--- src/aeu_pkg.sv ---
// Types, constants, microcode program and round function of the Ascon-128 engine.
// No dependencies; imported by ascon128_aead_engine_unit.
package aeu_pkg;

   typedef logic [4:0][63:0] sponge_type;

   localparam logic [63:0] ASCON_IV = 64'h80400c0600000000;

   localparam logic [2:0] REG_KEY_UPPER   = 3'd0;
   localparam logic [2:0] REG_KEY_LOWER   = 3'd1;
   localparam logic [2:0] REG_NONCE_UPPER = 3'd2;
   localparam logic [2:0] REG_NONCE_LOWER = 3'd3;
   localparam logic [2:0] REG_DECRYPT     = 3'd4;
   localparam logic [2:0] REG_EXP_UPPER   = 3'd5;
   localparam logic [2:0] REG_EXP_LOWER   = 3'd6;

   typedef enum logic [1:0] {
      PH_IDLE, PH_FRESH, PH_ADATA, PH_TEXT
   } phase_type;

   typedef enum logic [3:0] {
      OP_NOP, OP_INIT, OP_PERM12, OP_PERM6, OP_KEY34, OP_KEY12, OP_ABS_FULL,
      OP_ABS_PAD, OP_DSEP, OP_DUPLEX, OP_PAD, OP_CLRN, OP_EMIT, OP_FINISH
   } op_type;

   typedef enum logic [3:0] {
      C_NEVER, C_ALWAYS, C_NOT_FIRST, C_IDLE, C_TEXT_ITEM, C_PH_TEXT, C_LAST,
      C_EMPTY_FRESH, C_N_NOT_FULL
   } cond_type;

   typedef struct packed {
      op_type    op;
      cond_type  cond;
      logic [5:0] target;
      logic      set_phase;
      phase_type phase;
   } uword_type;

   localparam logic [5:0] PC_FINISH = 6'd32;
   localparam logic [5:0] PC_TEXT   = 6'd17;

   function automatic uword_type uw(op_type op, cond_type cond, logic [5:0] target,
                                    logic set_phase, phase_type phase);
      uword_type w;
      w.op        = op;
      w.cond      = cond;
      w.target    = target;
      w.set_phase = set_phase;
      w.phase     = phase;
      return w;
   endfunction

   function automatic uword_type ucode_rom(logic [5:0] pc);
      uword_type w;
      unique case (pc)
         // message start
         6'd0:  w = uw(OP_NOP,      C_NOT_FIRST,   6'd4,      1'b0, PH_IDLE);
         6'd1:  w = uw(OP_INIT,     C_NEVER,       6'd0,      1'b0, PH_IDLE);
         6'd2:  w = uw(OP_PERM12,   C_NEVER,       6'd0,      1'b0, PH_IDLE);
         6'd3:  w = uw(OP_KEY34,    C_NEVER,       6'd0,      1'b1, PH_FRESH);
         6'd4:  w = uw(OP_NOP,      C_IDLE,        PC_FINISH, 1'b0, PH_IDLE);
         6'd5:  w = uw(OP_NOP,      C_TEXT_ITEM,   PC_TEXT,   1'b0, PH_IDLE);
         // associated data
         6'd6:  w = uw(OP_NOP,      C_PH_TEXT,     PC_FINISH, 1'b0, PH_IDLE);
         6'd7:  w = uw(OP_NOP,      C_LAST,        6'd10,     1'b0, PH_IDLE);
         6'd8:  w = uw(OP_ABS_FULL, C_NEVER,       6'd0,      1'b0, PH_IDLE);
         6'd9:  w = uw(OP_PERM6,    C_ALWAYS,      PC_FINISH, 1'b1, PH_ADATA);
         6'd10: w = uw(OP_NOP,      C_EMPTY_FRESH, 6'd16,     1'b0, PH_IDLE);
         6'd11: w = uw(OP_NOP,      C_N_NOT_FULL,  6'd14,     1'b0, PH_IDLE);
         6'd12: w = uw(OP_ABS_FULL, C_NEVER,       6'd0,      1'b0, PH_IDLE);
         6'd13: w = uw(OP_PERM6,    C_NEVER,       6'd0,      1'b0, PH_IDLE);
         6'd14: w = uw(OP_ABS_PAD,  C_NEVER,       6'd0,      1'b0, PH_IDLE);
         6'd15: w = uw(OP_PERM6,    C_NEVER,       6'd0,      1'b0, PH_IDLE);
         6'd16: w = uw(OP_DSEP,     C_ALWAYS,      PC_FINISH, 1'b1, PH_TEXT);
         // text
         6'd17: w = uw(OP_NOP,      C_PH_TEXT,     6'd19,     1'b0, PH_IDLE);
         6'd18: w = uw(OP_DSEP,     C_NEVER,       6'd0,      1'b1, PH_TEXT);
         6'd19: w = uw(OP_NOP,      C_LAST,        6'd23,     1'b0, PH_IDLE);
         6'd20: w = uw(OP_DUPLEX,   C_NEVER,       6'd0,      1'b0, PH_IDLE);
         6'd21: w = uw(OP_PERM6,    C_NEVER,       6'd0,      1'b0, PH_IDLE);
         6'd22: w = uw(OP_EMIT,     C_NEVER,       6'd0,      1'b0, PH_IDLE);
         // final text block and finalization
         6'd23: w = uw(OP_DUPLEX,   C_NEVER,       6'd0,      1'b0, PH_IDLE);
         6'd24: w = uw(OP_NOP,      C_N_NOT_FULL,  6'd27,     1'b0, PH_IDLE);
         6'd25: w = uw(OP_PERM6,    C_NEVER,       6'd0,      1'b0, PH_IDLE);
         6'd26: w = uw(OP_CLRN,     C_NEVER,       6'd0,      1'b0, PH_IDLE);
         6'd27: w = uw(OP_PAD,      C_NEVER,       6'd0,      1'b0, PH_IDLE);
         6'd28: w = uw(OP_KEY12,    C_NEVER,       6'd0,      1'b0, PH_IDLE);
         6'd29: w = uw(OP_PERM12,   C_NEVER,       6'd0,      1'b0, PH_IDLE);
         6'd30: w = uw(OP_KEY34,    C_NEVER,       6'd0,      1'b1, PH_IDLE);
         6'd31: w = uw(OP_EMIT,     C_NEVER,       6'd0,      1'b0, PH_IDLE);
         default: w = uw(OP_FINISH, C_NEVER,       6'd0,      1'b0, PH_IDLE);
      endcase
      return w;
   endfunction

   // top n bytes set; n of eight or more gives all ones
   function automatic logic [63:0] top_mask(logic [3:0] n);
      logic [63:0] m;
      if (n[3]) begin
         m = '1;
      end else begin
         m = ~({64{1'b1}} >> {n[2:0], 3'b000});
      end
      return m;
   endfunction

   function automatic logic [63:0] pad_word(logic [2:0] n);
      return 64'h8000_0000_0000_0000 >> {n, 3'b000};
   endfunction

   function automatic sponge_type ascon_round(sponge_type s, logic [3:0] idx);
      logic [63:0] x0, x1, x2, x3, x4;
      logic [63:0] t0, t1, t2, t3, t4;
      logic [7:0]  c;
      sponge_type  r;
      c  = {4'hf - idx, idx};
      x0 = s[0]; x1 = s[1]; x2 = s[2] ^ {56'd0, c}; x3 = s[3]; x4 = s[4];
      x0 = x0 ^ x4; x4 = x4 ^ x3; x2 = x2 ^ x1;
      t0 = ~x0 & x1; t1 = ~x1 & x2; t2 = ~x2 & x3; t3 = ~x3 & x4; t4 = ~x4 & x0;
      x0 = x0 ^ t1; x1 = x1 ^ t2; x2 = x2 ^ t3; x3 = x3 ^ t4; x4 = x4 ^ t0;
      x1 = x1 ^ x0; x0 = x0 ^ x4; x3 = x3 ^ x2; x2 = ~x2;
      r[0] = x0 ^ {x0[18:0], x0[63:19]} ^ {x0[27:0], x0[63:28]};
      r[1] = x1 ^ {x1[60:0], x1[63:61]} ^ {x1[38:0], x1[63:39]};
      r[2] = x2 ^ {x2[0],    x2[63:1]}  ^ {x2[5:0],  x2[63:6]};
      r[3] = x3 ^ {x3[9:0],  x3[63:10]} ^ {x3[16:0], x3[63:17]};
      r[4] = x4 ^ {x4[6:0],  x4[63:7]}  ^ {x4[40:0], x4[63:41]};
      return r;
   endfunction

endpackage

--- src/ascon128_aead_engine_unit.sv ---
// Ascon-128 AEAD engine: microcoded sequencer over a one-round-per-cycle datapath.
// Depends on aeu_pkg (types, microcode table, round function).
//
// Usage: program key, nonce, decrypt and expected tag through the csr_ APB port
// (64-bit registers at byte addresses 0,8,..,48) while the engine is idle. Stream
// 64-bit blocks on req_: tuser[1] starts a message, tuser[0] picks associated data
// (0) or text (1), tlast marks the final block of that kind, tdata[67:64] holds the
// byte count. Each text block gives one rsp_ transaction; the final one has tlast
// set and carries the tag and, when decrypting, the match flag in tuser.
// Timing: one sequencer step per cycle unless an emit step stalls, permutation rounds
// one per cycle. A new block is accepted only after the engine is through with the
// last one. A first block adds load, 12 rounds and key add; the first text block of
// a message without associated data adds a domain separation step. A full final text
// block adds an extra 6-round pass before finalization, as does a full final
// associated-data block before its padded absorb.
// req_tready is high only while the sequencer is idle.
// Results sit in an output register; a new block is accepted while one waits. If
// rsp_tready is low when the next result is due, the sequencer holds at that step.
// Reset (synchronous) clears the configuration registers, the sequencer state, the message phase and the output valid.
module ascon128_aead_engine_unit (
   input  logic        clock,
   input  logic        reset,
   input  logic        req_tvalid,
   output logic        req_tready,
   input  logic [71:0] req_tdata,    // block[63:0], byte_count[67:64], zero[71:68]
   input  logic [1:0]  req_tuser,    // mode[0], first[1]
   input  logic        req_tlast,
   output logic        rsp_tvalid,
   input  logic        rsp_tready,
   // text_out[63:0], out_bytes[67:64], tag_upper[131:68], tag_lower[195:132], zero
   output logic [199:0] rsp_tdata,
   output logic [0:0]  rsp_tuser,    // tag_ok[0]
   output logic        rsp_tlast,
   input  logic        csr_psel,
   input  logic        csr_penable,
   input  logic        csr_pwrite,
   input  logic [5:0]  csr_paddr,
   input  logic [63:0] csr_pwdata,
   output logic [63:0] csr_prdata,
   output logic        csr_pready
);
   import aeu_pkg::*;

   logic [63:0] key_upper_ff, key_lower_ff, nonce_upper_ff, nonce_lower_ff;
   logic [63:0] exp_upper_ff, exp_lower_ff;
   logic        decrypt_ff;
   logic        csr_wr;
   logic [2:0]  csr_idx;

   logic        busy_ff, busy_in;
   logic [5:0]  pc_ff, pc_in;
   logic        in_perm_ff, in_perm_in;
   logic [3:0]  rnd_ff, rnd_in;
   phase_type   phase_ff, phase_in;
   logic        rsp_valid_ff, rsp_valid_in;

   logic        mode_ff, first_ff, last_ff;
   logic [63:0] blk_ff;
   logic [3:0]  n_ff;
   sponge_type  s_ff;
   logic [63:0] tout_ff;
   logic [3:0]  obytes_ff;
   logic [63:0] rsp_text_ff, rsp_tagu_ff, rsp_tagl_ff;
   logic [3:0]  rsp_bytes_ff;
   logic        rsp_done_ff, rsp_ok_ff;

   uword_type   w;
   logic        accept, is_perm, perm_last, emit_stall, step_done, cond_true, emit_fire;
   logic [3:0]  cur_idx, n_sat;
   logic [63:0] dmask, ddata, dout, dx0;
   sponge_type  s_round;

   // configuration port
   assign csr_pready = 1'b1;
   assign csr_wr     = csr_psel & csr_penable & csr_pwrite & csr_pready;
   assign csr_idx    = csr_paddr[5:3];

   always_ff @(posedge clock) begin
      if (reset) begin
         key_upper_ff   <= '0;
         key_lower_ff   <= '0;
         nonce_upper_ff <= '0;
         nonce_lower_ff <= '0;
         decrypt_ff     <= 1'b0;
         exp_upper_ff   <= '0;
         exp_lower_ff   <= '0;
      end else if (csr_wr) begin
         unique case (csr_idx)
            REG_KEY_UPPER:   key_upper_ff   <= csr_pwdata;
            REG_KEY_LOWER:   key_lower_ff   <= csr_pwdata;
            REG_NONCE_UPPER: nonce_upper_ff <= csr_pwdata;
            REG_NONCE_LOWER: nonce_lower_ff <= csr_pwdata;
            REG_DECRYPT:     decrypt_ff     <= csr_pwdata[0];
            REG_EXP_UPPER:   exp_upper_ff   <= csr_pwdata;
            REG_EXP_LOWER:   exp_lower_ff   <= csr_pwdata;
            default: ;
         endcase
      end
   end

   always_comb begin
      unique case (csr_idx)
         REG_KEY_UPPER:   csr_prdata = key_upper_ff;
         REG_KEY_LOWER:   csr_prdata = key_lower_ff;
         REG_NONCE_UPPER: csr_prdata = nonce_upper_ff;
         REG_NONCE_LOWER: csr_prdata = nonce_lower_ff;
         REG_DECRYPT:     csr_prdata = {63'd0, decrypt_ff};
         REG_EXP_UPPER:   csr_prdata = exp_upper_ff;
         REG_EXP_LOWER:   csr_prdata = exp_lower_ff;
         default:         csr_prdata = '0;
      endcase
   end

   // sequencer
   assign req_tready = ~busy_ff;
   assign accept     = req_tvalid & req_tready;
   assign w          = ucode_rom(pc_ff);
   assign is_perm    = (w.op == OP_PERM6) || (w.op == OP_PERM12);
   assign cur_idx    = in_perm_ff ? rnd_ff : ((w.op == OP_PERM12) ? 4'd0 : 4'd6);
   assign perm_last  = (cur_idx == 4'd11);
   assign emit_stall = (w.op == OP_EMIT) && rsp_valid_ff && !rsp_tready;
   assign step_done  = busy_ff && (!is_perm || perm_last) && !emit_stall;
   assign emit_fire  = busy_ff && (w.op == OP_EMIT) && !emit_stall;
   assign n_sat      = (!req_tlast || req_tdata[67:64] > 4'd8) ? 4'd8 : req_tdata[67:64];

   always_comb begin
      case (w.cond)
         C_ALWAYS:      cond_true = 1'b1;
         C_NOT_FIRST:   cond_true = !first_ff;
         C_IDLE:        cond_true = (phase_ff == PH_IDLE);
         C_TEXT_ITEM:   cond_true = mode_ff;
         C_PH_TEXT:     cond_true = (phase_ff == PH_TEXT);
         C_LAST:        cond_true = last_ff;
         C_EMPTY_FRESH: cond_true = (phase_ff == PH_FRESH) && (n_ff == 4'd0);
         C_N_NOT_FULL:  cond_true = !n_ff[3];
         default:       cond_true = 1'b0;
      endcase
   end

   always_comb begin
      busy_in      = busy_ff;
      pc_in        = pc_ff;
      in_perm_in   = in_perm_ff;
      rnd_in       = rnd_ff;
      phase_in     = phase_ff;
      rsp_valid_in = rsp_valid_ff && !rsp_tready;
      if (accept) begin
         busy_in = 1'b1;
         pc_in   = '0;
      end else if (busy_ff) begin
         if (is_perm) begin
            in_perm_in = !perm_last;
            rnd_in     = cur_idx + 4'd1;
         end
         if (step_done) begin
            if (w.set_phase) begin
               phase_in = w.phase;
            end
            if (w.op == OP_EMIT || w.op == OP_FINISH) begin
               busy_in = 1'b0;
            end else begin
               pc_in = cond_true ? w.target : pc_ff + 6'd1;
            end
            if (emit_fire) begin
               rsp_valid_in = 1'b1;
            end
         end
      end
   end

   always_ff @(posedge clock) begin
      if (reset) begin
         busy_ff      <= 1'b0;
         pc_ff        <= '0;
         in_perm_ff   <= 1'b0;
         rnd_ff       <= '0;
         phase_ff     <= PH_IDLE;
         rsp_valid_ff <= 1'b0;
      end else begin
         busy_ff      <= busy_in;
         pc_ff        <= pc_in;
         in_perm_ff   <= in_perm_in;
         rnd_ff       <= rnd_in;
         phase_ff     <= phase_in;
         rsp_valid_ff <= rsp_valid_in;
      end
   end

   // datapath
   assign s_round = ascon_round(s_ff, cur_idx);
   assign dmask   = top_mask(n_ff);
   assign ddata   = blk_ff & dmask;

   always_comb begin
      if (decrypt_ff) begin
         dout = (s_ff[0] ^ ddata) & dmask;
         dx0  = (s_ff[0] & ~dmask) | ddata;
      end else begin
         dx0  = s_ff[0] ^ ddata;
         dout = dx0 & dmask;
      end
   end

   always_ff @(posedge clock) begin
      if (accept) begin
         mode_ff  <= req_tuser[0];
         first_ff <= req_tuser[1];
         last_ff  <= req_tlast;
         blk_ff   <= req_tdata[63:0];
         n_ff     <= n_sat;
      end else if (busy_ff) begin
         case (w.op)
            OP_INIT: begin
               s_ff[0] <= ASCON_IV;
               s_ff[1] <= key_upper_ff;
               s_ff[2] <= key_lower_ff;
               s_ff[3] <= nonce_upper_ff;
               s_ff[4] <= nonce_lower_ff;
            end
            OP_PERM6, OP_PERM12: s_ff <= s_round;
            OP_KEY34: begin
               s_ff[3] <= s_ff[3] ^ key_upper_ff;
               s_ff[4] <= s_ff[4] ^ key_lower_ff;
            end
            OP_KEY12: begin
               s_ff[1] <= s_ff[1] ^ key_upper_ff;
               s_ff[2] <= s_ff[2] ^ key_lower_ff;
            end
            OP_ABS_FULL: begin
               s_ff[0] <= s_ff[0] ^ blk_ff;
               n_ff    <= 4'd0;
            end
            OP_ABS_PAD: s_ff[0] <= s_ff[0] ^ ddata ^ pad_word(n_ff[2:0]);
            OP_DSEP:    s_ff[4] <= s_ff[4] ^ 64'd1;
            OP_DUPLEX: begin
               s_ff[0]   <= dx0;
               tout_ff   <= dout;
               obytes_ff <= n_ff;
            end
            OP_PAD:  s_ff[0] <= s_ff[0] ^ pad_word(n_ff[2:0]);
            OP_CLRN: n_ff    <= 4'd0;
            default: ;
         endcase
      end
      if (emit_fire) begin
         rsp_text_ff  <= tout_ff;
         rsp_bytes_ff <= last_ff ? obytes_ff : 4'd8;
         rsp_done_ff  <= last_ff;
         rsp_tagu_ff  <= last_ff ? s_ff[3] : 64'd0;
         rsp_tagl_ff  <= last_ff ? s_ff[4] : 64'd0;
         rsp_ok_ff    <= last_ff && decrypt_ff && (s_ff[3] == exp_upper_ff)
                         && (s_ff[4] == exp_lower_ff);
      end
   end

   assign rsp_tvalid = rsp_valid_ff;
   assign rsp_tdata  = {4'd0, rsp_tagl_ff, rsp_tagu_ff, rsp_bytes_ff, rsp_text_ff};
   assign rsp_tuser  = rsp_ok_ff;
   assign rsp_tlast  = rsp_done_ff;

endmodule

--- config.mk ---
export PLATFORM = sky130hd
export DESIGN_NAME = ascon128_aead_engine_unit
export DESIGN_NICKNAME = d
export VERILOG_FILES = /design/src/aeu_pkg.sv /design/src/ascon128_aead_engine_unit.sv
export SDC_FILE = /design/constraint.sdc
export NUM_CORES = 2
export LEC_CHECK = 0
export BUFFER_PORTS_ARGS = -buffer_cell sky130_fd_sc_hd__buf_2
export CORE_MARGIN = 3
export CORE_UTILIZATION = 50
export DETAILED_ROUTE_END_ITERATION = 10
export PLACE_DENSITY = 0.68
export RECOVER_POWER = 25
export SLEW_MARGIN = 20
export SYNTH_ARGS = -nofsm -noshare
export SYNTH_HDL_FRONTEND = slang
export SYNTH_SLANG_ARGS = --single-unit
--- constraint.sdc ---
create_clock -name clock -period 17.28 [get_ports clock]
set_clock_uncertainty 0.15 [all_clocks]
set_input_delay 1.728 -clock clock [delete_from_list [all_inputs] [get_ports clock]]
set_output_delay 1.728 -clock clock [all_outputs]
set_load 0.01 [all_outputs]
# Word level (Yosys, flattened, before mapping)
# Memory sizes are Yosys's and may differ from the RTL's. A register that Yosys moved wholly into a read port is not among the register bits.
# Cells that the tools add are included.
# totals
wordCells	203
romBits	544
memories	1
regBits	1057
# mem_list
memory	words	word_bits	rd	rd_clocked_by_memory_dff	wr	line	source
(name not given)	32	17	1	1	0	aeu_pkg.sv:55	unique case (pc)
# op_classes
bitwise	55
shifts	2
reduce_logical	51
n_eq_ne	32
mux	26
add_sub_neg	3
n_lt_le_gt_ge	1
# op_table
cell	count
$xor A64 B64 Y64	29
$and A64 B64 Y64	8
$not A64 Y64	8
$pmux W64 S7	1
$pmux W128 S3	1
$pmux W64 S6	1
$pmux W64 S4	1
$pmux W64 S3	1
$eq A64 B64 Y1	2
$mux W64	2
$shr A64 B6 Y64 const A	2
$or A64 B64 Y64	1
$xor A64 B8 Y64	1
$eq A4 B3 Y1 const B	8
$eq A4 B4 Y1 const B	8
$reduce_and A3 Y1	7
$mux W4	5
$mux W17	1
$eq A4 B2 Y1 const B	4
$reduce_and A2 Y1	8
$logic_and A1 B1 Y1	11
$mux W5	2
$eq A3 B3 Y1 const B	3
$eq A4 B1 Y1 const B	2
other kinds (25)	53

# Depth between registers and ports, before layout
# logic_depth
ltp_word	14
mapped_depth	16
ltp_nobuf	13

# Least setup slack after synthesis
# Ideal clock, no wire load.
# synth_timing
path_type	input-to-reg
startpoint	input rsp_tready
endpoint	register rsp_bytes_ff[0] (enable)
setup_ps	782
stages	2
arrival_time_ps	10553
path_slack_ps	5795
required_time_ps	16348
cell_sequence	nand2b_1 > nor2b_1
# synth_between
elab_chain_cells	4
# synth_rtl
element	line	source
from (decl)	ascon128_aead_engine_unit.sv:29	input logic rsp_tready,
$logic_not A1 Y1	ascon128_aead_engine_unit.sv:121	assign emit_stall = (w.op == OP_EMIT) && rsp_valid_ff && !rsp_tready;
$logic_and A1 B1 Y1	ascon128_aead_engine_unit.sv:121	
$logic_not A1 Y1	ascon128_aead_engine_unit.sv:123	assign emit_fire = busy_ff && (w.op == OP_EMIT) && !emit_stall;
$logic_and A1 B1 Y1	ascon128_aead_engine_unit.sv:123	
via emit_fire	ascon128_aead_engine_unit.sv:68	logic accept, is_perm, perm_last, emit_stall, step_done, cond_true, emit_fire;
to (signal assigned)	ascon128_aead_engine_unit.sv:247	rsp_bytes_ff <= last_ff ? obytes_ff : 4'd8;
to (decl)	ascon128_aead_engine_unit.sv:64	logic [3:0] rsp_bytes_ff;
# The timed path passes the listed nets, and every way through them passes these cells.
# A chain may end at the register's enable or synchronous reset.

# Worst setup path after layout
# layout_timing
startpoint	input reset
endpoint	register exp_upper_ff[45]
# layout_rtl
element	line	source
from (decl)	ascon128_aead_engine_unit.sv:22	input logic reset,
to (signal assigned)	ascon128_aead_engine_unit.sv:94	REG_EXP_UPPER: exp_upper_ff <= csr_pwdata;
to (decl)	ascon128_aead_engine_unit.sv:45	logic [63:0] exp_upper_ff, exp_lower_ff;
# No word-level cell between the ends.

==> out/results.txt <==
The run finished, with violations left. The checks that failed: capacitance limit, slew limit. Type of destination of the critical path: a register. Required arrival time at the worst endpoint: 17740 ps.

In this run the deepest clock path goes through 3 buffers. The sink count of the clock tree is 1074, and the number of global-route vias before repair is 52843. Global routing consumed, over all layers together, 46.2% of the routing resources. The first TritonRoute pass finished after 6 iterations. After synthesis, the mean cell area works out to 9.39 um2. The path class of the tightest hold or removal check is register to register. The worst setup path is launched from a primary input. The die area is 131000 um2, and the top achievable clock speed is 141 MHz. The number of flops mapped to enable cells by yosys came out at 657. Cell area after layout: 71600 um2. The tools report the placer's final routability congestion estimate as 1.09. Across all register-to-register paths, the minimum setup slack is 11460 ps. For the final-report max-slew violation count, the log shows 529. Summed over all layers, the global routing overflow is 0. The detail route stage leaves a number of antenna-violating nets equal to 0. The instance count after placement with tap cells included is 8554. The tools report the net count of the finished layout as 7311. The clock reaches the later pin of the worst-skew pair after 780 ps. Number of endpoints with negative hold slack in the final report: 0. For the number of buffers inserted for hold repair after clock tree synthesis, the log shows 0.

The cell at the root of the clock tree was sky130_fd_sc_hd__clkbuf_16. Detailed routing inserted a total of 57744 vias. The first global-routing pass estimated 425 mm of wire. Buffers inserted during clock tree synthesis total 117. The logs give 0 for the count of cells resized by post-cts repair and 3 for the H-tree level count. Pin placement for this block handled 421 I/O pins. In this run the cell area of the synthesized design comes to 63600 um2. The detailed-route wire length was 313 mm; the clock-pin slew reported for the worst setup and hold paths after clock tree synthesis was 70 ps. For this block, the initial DRC count from the detailed router was 8789. The tools report the least setup slack across all paths after layout as 10210 ps. Subtracting the final worst setup slack from the clock period gives 7070 ps. The via density per instance came out at 6.57. Before CTS, the worst setup slack after placement is 10850 ps. The logs give 0 for the number of DRC violations after detailed routing and 67700 um2 for the post-place instance area. For the final routed database, the setup TNS stands at 0 ps.

Excluding fillers, the count of instances in the completed layout stands at 8790. Synthesis handed over a netlist of 6767 instances. The post-route fraction of the period consumed by the critical path is 40.9%. For this run, the leading register cell type out of synthesis is sky130_fd_sc_hd__edfxtp_1.

In this run the tightest slew margin relative to its limit is -186%. Summing internal, switching and leakage power gives 6.44 mW. After synthesis, the share of flip-flops with an asynchronous set or reset is 0%. The ratio of cells with drive above 1 in the final layout came out at 11.9%.

The highest ir drop seen on vdd came out at 101 uV. The x dimension of the die is 363 um. Maximum net fanout on the critical path: 73.

After detailed routing, the average wire length per cell comes to 35.6 um. The logs give 50.5% for the initial core utilization and 27 for the number of antenna violations at the first check in global routing. Cell type with the highest aggregate area in the netlist: sky130_fd_sc_hd__edfxtp_1. The floorplan step defined a core boundary enclosing 126000 um2. Detailed placer's ending HPWL: 235 mm.

The die boundary height is 363 um. The buffers inserted during post-CTS setup optimization is 0. TritonCTS built the clock tree. Ranked by total cell area, the synthesized netlist is headed by sky130_fd_sc_hd__edfxtp_1, sky130_fd_sc_hd__dfxtp_1, sky130_fd_sc_hd__xnor2_1. Area fraction of the dominant cell type after synthesis: 31.0%. After floorplanning, the core was divided into 130 placement rows.

At the pin with the least slew margin, the transition time is 4290 ps. In this run the power density over the cells is 90.0 nW/um2. For this design the static power due to leakage is 25.9 nW. The netlist uses 77 different library cells. Of the synthesized area, sequential elements account for 44.2%. Final number of setup-violating endpoints: 0. The tool flagged a number of max-cap violations equal to 13.

The number of synthesis warnings was 0; the data arrival time of the worst path was 7530 ps. Synthesis inferred 1074 register bits. Entering global routing, the biggest net connects 77 pins. Relative to the synthesized area, the layout overhead comes to 12.7%. The total of buffers placed on input and output ports was 408. Setup repair after global routing left no endpoint under its margin.

The critical path in this run is classified as primary input to register.
==> final cells by class <==
cell class | count | area (um2)
well taps | 1650 | 2060
inverters | 218 | 818
flip-flops and latches | 1074 | 28100
multi-input cells | 5012 | 33300
clock inverters | 61 | 633
repair buffers | 600 | 3400
diodes | 14 | 35.0
fillers | 11156 | 54300
clock buffers | 161 | 3290
==> registers in the layout (all words and copies together) (netlist names), 64 cells and up, named ones only <==
name / count
blk_ff: 64
exp_lower_ff: 64
exp_upper_ff: 64
key_lower_ff: 64
key_upper_ff: 64
nonce_lower_ff: 64
nonce_upper_ff: 64
rsp_tagl_ff: 64
rsp_tagu_ff: 64
rsp_text_ff: 64
s_ff: 320
tout_ff: 64
==> metrics by stage <==
step / hold slack [ps] / util (%)
after floorplan: 250 / -
after global placement: 251 / 53.8
after detailed placement: 255 / 53.8
after CTS: 263 / 56.9
after global routing: 272 / 56.9
final: 263 / 56.9
==> critical path, cell delays in order <==
cell                       delay (ps)
sky130_fd_sc_hd__clkbuf_1        2020
sky130_fd_sc_hd__buf_4            700
sky130_fd_sc_hd__buf_4            540
sky130_fd_sc_hd__buf_4            710
sky130_fd_sc_hd__buf_4            810
sky130_fd_sc_hd__buf_4            710
sky130_fd_sc_hd__a21oi_1          110
==> per-layer routing <==
metal	vias to the layer above	track usage [%]	wire length (um)
li1	24184	-	-
met1	28177	58.1	114000
met2	4392	68.3	131000
met5	-	0.407	135
met4	12	29.7	26000
met3	979	15.1	41600
==> cells in the final DEF, fill, tap and decap left out, types with 121 or more instances in the layout <==
| master | Yosys | layout |
|---|---|---|
| sky130_fd_sc_hd__inv_1 | 218 | 218 |
| sky130_fd_sc_hd__a22oi_1 | 343 | 343 |
| sky130_fd_sc_hd__nor2_1 | 229 | 223 |
| sky130_fd_sc_hd__edfxtp_1 | 657 | 657 |
| sky130_fd_sc_hd__ha_1 | 136 | 136 |
| sky130_fd_sc_hd__buf_2 | 3 | 391 |
| sky130_fd_sc_hd__nand2_1 | 997 | 989 |
| sky130_fd_sc_hd__buf_4 | 7 | 175 |
| sky130_fd_sc_hd__xnor2_1 | 884 | 859 |
| sky130_fd_sc_hd__dfxtp_1 | 417 | 416 |
| sky130_fd_sc_hd__a21oi_1 | 705 | 704 |
| sky130_fd_sc_hd__clkbuf_16 | 0 | 121 |
| sky130_fd_sc_hd__o21ai_0 | 309 | 309 |
| sky130_fd_sc_hd__xor2_1 | 513 | 507 |
==> where the power goes <==
group	switching, mW	leakage (nW)	total (mW)	internal, mW
clock network	1.15	1.88	2.60	1.45
logic	0.723	14.6	1.03	0.311
registers	0.0563	9.42	2.81	2.75
==> final timing paths <==
| check | start | endpoint | cells past startpoint |
|---|---|---|---|
| setup / recovery | reset | exp_upper_ff[45] | 7 |
| hold / removal | tout_ff[1] | rsp_text_ff[1] | 0 |
| setup reg to reg | n_ff[3] | register | 12 |
| hold reg to reg | tout_ff[1] | rsp_text_ff[1] | 0 |
==> kinds of logic (layout without fill, tap and decap cells) <==
family | Yosys count | after routing | share of synthesized area, %
xor gates and xnor gates | 1397 | 1397 | 19.3
adders and majority gates | 136 | 136 | 2.68
buffers and inverters | 684 | 1040 | 4.11
DFF | 1074 | 1074 | 44.2
AOI/OAI and AO/OA | 1789 | 1789 | 17.6
other | 2 | 19 | 0.0118
muxes | 81 | 81 | 1.31
and+or+nand+nor | 1604 | 1604 | 10.9
==> Yosys cell counts (44+ instances only) <==
master                     number
sky130_fd_sc_hd__ha_1         136
sky130_fd_sc_hd__o211a_1       71
sky130_fd_sc_hd__inv_1        218
sky130_fd_sc_hd__dfxtp_1      417
sky130_fd_sc_hd__xor2_1       513
sky130_fd_sc_hd__o22ai_1      107
sky130_fd_sc_hd__o221ai_1      48
sky130_fd_sc_hd__o21ai_0      309
sky130_fd_sc_hd__a21oi_1      705
sky130_fd_sc_hd__o311ai_0      58
sky130_fd_sc_hd__nor2_1       229
sky130_fd_sc_hd__and2_1       155
sky130_fd_sc_hd__nand2b_1      45
sky130_fd_sc_hd__nand2_1      997
sky130_fd_sc_hd__xnor2_1      884
sky130_fd_sc_hd__buf_1         44
sky130_fd_sc_hd__edfxtp_1     657
sky130_fd_sc_hd__a22oi_1      343
sky130_fd_sc_hd__mux2i_1       66
sky130_fd_sc_hd__clkbuf_1     410
sky130_fd_sc_hd__nand3_1       88
(Power assumes the default switching activity.)
